==> src/hdl/ole_pkg.sv <==
// Shared types and constants for the ordered list engine.
// Holds the request and result structs and the controller/datapath command set.
// Depends on nothing; every other file in hdl/ imports it.
package ole_pkg;

    // Default number of entries in the list store.
    localparam int CAPACITY_DEF = 128;

    // Request modes.
    localparam logic [2:0] MODE_CLEAR  = 3'd0;
    localparam logic [2:0] MODE_INSERT = 3'd1;
    localparam logic [2:0] MODE_ERASE  = 3'd2;
    localparam logic [2:0] MODE_FIND   = 3'd3;
    localparam logic [2:0] MODE_APPEND = 3'd4;

    // Result status codes.
    localparam logic [2:0] ST_OK      = 3'd0;
    localparam logic [2:0] ST_BADPOS  = 3'd1;
    localparam logic [2:0] ST_FULL    = 3'd2;
    localparam logic [2:0] ST_MISSING = 3'd3;
    localparam logic [2:0] ST_PRESENT = 3'd4;

    // One request as it arrives on the input channel.
    typedef struct packed {
        logic [2:0]         mode;
        logic [7:0]         position;
        logic signed [31:0] value;
    } t_request;

    // One result as it leaves on the output channel.
    typedef struct packed {
        logic [2:0]         status;
        logic [7:0]         found_position;
        logic signed [31:0] removed_value;
        logic [7:0]         list_length;
    } t_result;

    // Datapath operations issued by the controller, one per cycle.
    typedef enum logic [3:0] {
        OP_NONE,
        OP_LOAD,
        OP_CLEAR,
        OP_TAIL,
        OP_UP,
        OP_PLACE,
        OP_POS,
        OP_GRAB,
        OP_DOWN,
        OP_SHRINK,
        OP_SCAN0,
        OP_SCAN,
        OP_APPEND
    } t_dp_op;

    // Command from the controller to the datapath.
    typedef struct packed {
        t_dp_op     op;
        logic       reply;
        logic [2:0] status;
    } t_dp_cmd;

    // Status from the datapath back to the controller.
    typedef struct packed {
        logic [2:0] mode;
        logic       ins_bad;
        logic       era_bad;
        logic       full;
        logic       empty;
        logic       ins_end;
        logic       up_last;
        logic       grab_last;
        logic       down_last;
        logic       hit;
        logic       scan_last;
    } t_dp_flags;

endpackage

==> src/hdl/ole_ctrl.sv <==
// Controller state machine of the ordered list engine.
// Sequences each request into datapath operations and decides the result status.
// Depends on ole_pkg.
module ole_ctrl (
    input  logic               i_clk,
    input  logic               i_rst_n,
    input  logic               i_start,
    input  ole_pkg::t_dp_flags i_flags,
    output logic               o_busy,
    output ole_pkg::t_dp_cmd   o_cmd
);
    import ole_pkg::*;

    typedef enum logic [8:0] {
        S_IDLE      = 9'b000000001,
        S_DECIDE    = 9'b000000010,
        S_INS_UP    = 9'b000000100,
        S_INS_PLACE = 9'b000001000,
        S_ERA_GRAB  = 9'b000010000,
        S_ERA_DOWN  = 9'b000100000,
        S_ERA_DROP  = 9'b001000000,
        S_SCAN      = 9'b010000000,
        S_MISS      = 9'b100000000
    } t_state;

    t_state r_state;
    t_state n_state;

    assign o_busy = (r_state != S_IDLE);

    // Next state and command for the current step of the request.
    always_comb begin
        n_state      = r_state;
        o_cmd.op     = OP_NONE;
        o_cmd.reply  = 1'b0;
        o_cmd.status = ST_OK;
        case (r_state)
            S_IDLE: begin
                if (i_start) begin
                    o_cmd.op = OP_LOAD;
                    n_state  = S_DECIDE;
                end
            end
            S_DECIDE: begin
                n_state = S_IDLE;
                case (i_flags.mode)
                    MODE_CLEAR: begin
                        o_cmd.op    = OP_CLEAR;
                        o_cmd.reply = 1'b1;
                    end
                    MODE_INSERT: begin
                        if (i_flags.ins_bad) begin
                            o_cmd.reply  = 1'b1;
                            o_cmd.status = ST_BADPOS;
                        end else if (i_flags.full) begin
                            o_cmd.reply  = 1'b1;
                            o_cmd.status = ST_FULL;
                        end else if (i_flags.ins_end) begin
                            o_cmd.op    = OP_PLACE;
                            o_cmd.reply = 1'b1;
                        end else begin
                            o_cmd.op = OP_TAIL;
                            n_state  = S_INS_UP;
                        end
                    end
                    MODE_ERASE: begin
                        if (i_flags.era_bad) begin
                            o_cmd.reply  = 1'b1;
                            o_cmd.status = ST_BADPOS;
                        end else begin
                            o_cmd.op = OP_POS;
                            n_state  = S_ERA_GRAB;
                        end
                    end
                    MODE_FIND, MODE_APPEND: begin
                        if (i_flags.empty) begin
                            n_state = S_MISS;
                        end else begin
                            o_cmd.op = OP_SCAN0;
                            n_state  = S_SCAN;
                        end
                    end
                    default: begin
                        o_cmd.reply = 1'b1;
                    end
                endcase
            end
            S_INS_UP: begin
                o_cmd.op = OP_UP;
                if (i_flags.up_last) begin
                    n_state = S_INS_PLACE;
                end
            end
            S_INS_PLACE: begin
                o_cmd.op    = OP_PLACE;
                o_cmd.reply = 1'b1;
                n_state     = S_IDLE;
            end
            S_ERA_GRAB: begin
                o_cmd.op = OP_GRAB;
                n_state  = i_flags.grab_last ? S_ERA_DROP : S_ERA_DOWN;
            end
            S_ERA_DOWN: begin
                o_cmd.op = OP_DOWN;
                if (i_flags.down_last) begin
                    n_state = S_ERA_DROP;
                end
            end
            S_ERA_DROP: begin
                o_cmd.op    = OP_SHRINK;
                o_cmd.reply = 1'b1;
                n_state     = S_IDLE;
            end
            S_SCAN: begin
                o_cmd.op = OP_SCAN;
                if (i_flags.hit) begin
                    o_cmd.reply  = 1'b1;
                    o_cmd.status = (i_flags.mode == MODE_FIND) ? ST_OK : ST_PRESENT;
                    n_state      = S_IDLE;
                end else if (i_flags.scan_last) begin
                    n_state = S_MISS;
                end
            end
            S_MISS: begin
                o_cmd.reply = 1'b1;
                n_state     = S_IDLE;
                if (i_flags.mode == MODE_FIND) begin
                    o_cmd.status = ST_MISSING;
                end else if (i_flags.full) begin
                    o_cmd.status = ST_FULL;
                end else begin
                    o_cmd.op = OP_APPEND;
                end
            end
            default: begin
                n_state = S_IDLE;
            end
        endcase
    end

    // State register.
    always_ff @(posedge i_clk) begin
        if (!i_rst_n) begin
            r_state <= S_IDLE;
        end else begin
            r_state <= n_state;
        end
    end

    // An accepted request always starts with the decision step.
    a_start_decide: assert property (@(posedge i_clk) disable iff (!i_rst_n)
        (i_start && r_state == S_IDLE) |=> r_state == S_DECIDE)
        else $error("request accepted without entering the decision step");

    // Every reply ends the request.
    a_reply_ends: assert property (@(posedge i_clk) disable iff (!i_rst_n)
        o_cmd.reply |=> r_state == S_IDLE)
        else $error("controller did not return to idle after a reply");

    // A bad position is only reported before any store access.
    a_badpos_early: assert property (@(posedge i_clk) disable iff (!i_rst_n)
        (o_cmd.reply && o_cmd.status == ST_BADPOS) |-> r_state == S_DECIDE)
        else $error("bad position reported after the list was touched");

endmodule

==> config.mk <==
export PLATFORM = sky130hd
export DESIGN_NAME = ole_ctrl
export DESIGN_NICKNAME = d
export VERILOG_FILES = /design/src/hdl/ole_pkg.sv /design/src/hdl/ole_ctrl.sv
export SDC_FILE = /design/constraint.sdc
export NUM_CORES = 1
export LEC_CHECK = 0
export BUFFER_PORTS_ARGS = -buffer_cell sky130_fd_sc_hd__clkbuf_2
export CAP_MARGIN = 20
export CORE_UTILIZATION = 50
export DETAILED_ROUTE_END_ITERATION = 8
export GPL_TIMING_DRIVEN = 0
export PLACE_DENSITY = 0.9
export RECOVER_POWER = 50
export SETUP_SLACK_MARGIN = 0.4
export SKIP_CTS_REPAIR_TIMING = 1
export SLEW_MARGIN = 30
export SYNTH_ARGS = -nofsm -noshare
export SYNTH_HDL_FRONTEND = slang
export SYNTH_SLANG_ARGS = --single-unit
==> constraint.sdc <==
create_clock -name i_clk -period 3.3 [get_ports i_clk]
set_clock_uncertainty 0.15 [all_clocks]
set_input_delay 0.165 -clock i_clk [delete_from_list [all_inputs] [get_ports i_clk]]
set_output_delay 0.165 -clock i_clk [all_outputs]
set_load 0.03 [all_outputs]
==> flow_metrics.env <==
export IMPL_status="complete, but fails checks"
export IMPL_violations="negative hold slack"
export IMPL_gp_congestion=0.997
export IMPL_path_buf_inv=4
export IMPL_netlist_area_um2=816
export IMPL_initial_utilization=0.542
export IMPL_path_cells="clkbuf_1, or3_1, clkbuf_1, or3_1, clkbuf_1, o32a_1, nand3_1, clkbuf_2"
export IMPL_antenna_found_initial=0
export IMPL_crit_top_cell="clkbuf_1"
export IMPL_powerDensity_nw_per_um2=323
export IMPL_wirelength_um=2300
export IMPL_first_pass_iters=4
export IMPL_row_count=14
export IMPL_synth_edf_count=0
export IMPL_drive_gt1_frac=0.255
export IMPL_synth_nets=124
export IMPL_start_kind="flip-flop"
export IMPL_overflow=0
export IMPL_required_ns=2.98
export IMPL_drv_slew=0
export IMPL_drv_cap=0
export IMPL_crit_type="reg -> out"
export IMPL_yosys_warnings=0
export IMPL_post_route_drc_count=0
export IMPL_synthArstFlopShare=0
export IMPL_reg_top3="r_state (9)"
export IMPL_finalWorstPathRequiredPeriod_ns=2.88
export IMPL_worst_setup_path_end_kind="output pin"
export IMPL_ys_seq_area_frac=0.221
export IMPL_fin_cells=153
export IMPL_top_register="r_state"
export IMPL_worst_slew_pin_slew_ns=0.910
export IMPL_clock_sinks=9
export IMPL_critPathMaxFanout=8
export IMPL_design_core_area_um2=1510
export IMPL_grt_pass1_wl_um=3950
export IMPL_ios=25
export IMPL_numCtsBuffers=3
export IMPL_synth_area_per_cell_um2=7.55
export IMPL_arrival_ns=2.56
export IMPL_setup_viol=0
export IMPL_holdWs_ns=-0.00519
export IMPL_path_clk_slew_ns=0.06
export IMPL_largest_reg_flops=9
export IMPL_totalNegativeSetupSlack_ns=0
export IMPL_synth_main_ff_cell="dfxtp_1"
export IMPL_cts_root_buf="clkbuf_4"
export IMPL_ir_worst_vdd_mv=0.246
export IMPL_antenna_cells=0
export IMPL_synth_cell_types=42
export IMPL_rsz0062_at_grt="false"
export IMPL_post_dp_hpwl_um=1840
export IMPL_syn_inst=108
export IMPL_grt_max_degree=11
export IMPL_crit_family="simple AND/OR/NAND/NOR gates"
export IMPL_power_leakage_nw=0.447
export IMPL_routed_via_density=6.39
export IMPL_slowest_delay_ns=0.39
export IMPL_grt_pass1_vias=877
export IMPL_drt_initial_drc_count=32
export IMPL_period_share=0.872
export IMPL_slew_headroom=0.388
export IMPL_layout_common_cells="clkbuf_2, nor2_1, dfxtp_1, clkbuf_1, nor3_1"
export IMPL_ctsHtreeMaxLevel=1
export IMPL_syn_to_final_growth_pct=21.2
export IMPL_max_freq_mhz=348
export IMPL_placed_cells=148
export IMPL_clockBufferDepth=2
export IMPL_ant_nets=0
export IMPL_slowest_stage="or3_1"
export IMPL_avgRoutedWirePerCell_um=15.1
export IMPL_layout_commonest_cell="clkbuf_2"
export IMPL_track_usage=0.290
export IMPL_hp_class="in -> reg"
export IMPL_die_h_um=42.4
export IMPL_vias=977
export IMPL_synth_seq_cells=9
export IMPL_die_x_um=42.4
export IMPL_die_area_um2=1800
export IMPL_layout_nets=154
export IMPL_port_buffers=24
export IMPL_clk_latency_ns=0.27
export IMPL_hold_viol=2
export IMPL_cts_tree="done"
layout make-up:
class | count | area [µm²]
flip-flops and latches | 9 | 180
fillers | 141 | 518
clock buffers | 4 | 26.3
plain buffers | 6 | 30.0
well taps | 16 | 20.0
repair buffers | 25 | 128
multi-input cells | 89 | 589
inverters | 4 | 15.0
final timing paths:
| check | to | slack, ns | cells after the start | from |
|---|---|---|---|---|
| worst max-delay path | o_cmd[4] | 0.42 | 8 | r_state[2] |
| worst min-delay path | r_state[5] | -0.005 | 2 | i_rst_n |
| worst max register to register | r_state[8] | 0.68 | 7 | r_state[2] |
| worst min register to register | r_state[6] | 0.54 | 2 | r_state[0] |
metal layers:
| metal | vias to the layer above | global-route usage | part of all wire | wire [µm] |
|---|---|---|---|---|
| met1 | 449 | 0.355 | 0.43 | 988 |
| met2 | 41 | 0.492 | 0.50 | 1150 |
| met4 | 0 | 0.125 | 0.023 | 52 |
| met5 | - | 0 | 0 | 0 |
| met3 | 11 | 0.0517 | 0.047 | 108 |
| li1 | 476 | - | - | - |
Yosys cell counts (2+ instances only):
cell type / number / area share
and3b_1: 2 / 0.021
a21oi_1: 2 / 0.012
inv_1: 4 / 0.018
nand3_1: 5 / 0.031
nor2b_1: 4 / 0.031
or3b_2: 3 / 0.032
o21a_1: 4 / 0.037
xor2_1: 4 / 0.043
o31ai_1: 2 / 0.018
dfxtp_1: 9 / 0.22
clkbuf_1: 4 / 0.018
nand2_1: 4 / 0.018
nor4_1: 4 / 0.031
o21ai_0: 4 / 0.025
nor2_1: 13 / 0.060
nor3_1: 6 / 0.037
or4b_2: 2 / 0.025
o2111ai_1: 2 / 0.021
or4_1: 2 / 0.018
nand4_1: 2 / 0.015
or3_1: 4 / 0.031
nand2b_1: 2 / 0.015
report_power, final:
group / total [mW] / switching [mW] / internal (mW)
clock network: 0.0887 / 0.0418 / 0.0468
logic: 0.107 / 0.0665 / 0.0404
registers: 0.123 / 0.00895 / 0.114
worst reg2reg max path: stages, from the launching register on:
cell and delay (ns):
dfxtp_1 0.29, clkbuf_1 0.18, or3_1 0.39, clkbuf_1 0.19, or3_1 0.38, clkbuf_1 0.20, or3b_1 0.40, a2111oi_2 0.34
through the flow:
stage	area, µm²	setup slack [ns]	power (mW)	utilization
floorplan	816	0.678	0.195	-
detailed placement	956	0.760	0.231	0.635
global route	988	0.277	0.339	0.656
global placement	956	0.779	0.225	0.635
finish	988	0.424	0.319	0.656
CTS	982	0.497	0.318	0.652
cells by family (layout without fill, tap and decap cells):
family | after synthesis | in the layout | synth area share
buf+inv | 10 | 39 | 0.0567
compound gates | 23 | 23 | 0.218
xor+xnor | 4 | 4 | 0.0429
simple gates | 62 | 62 | 0.462
flops | 9 | 9 | 0.221
Note: power is estimated with default switching activity, not from simulation.
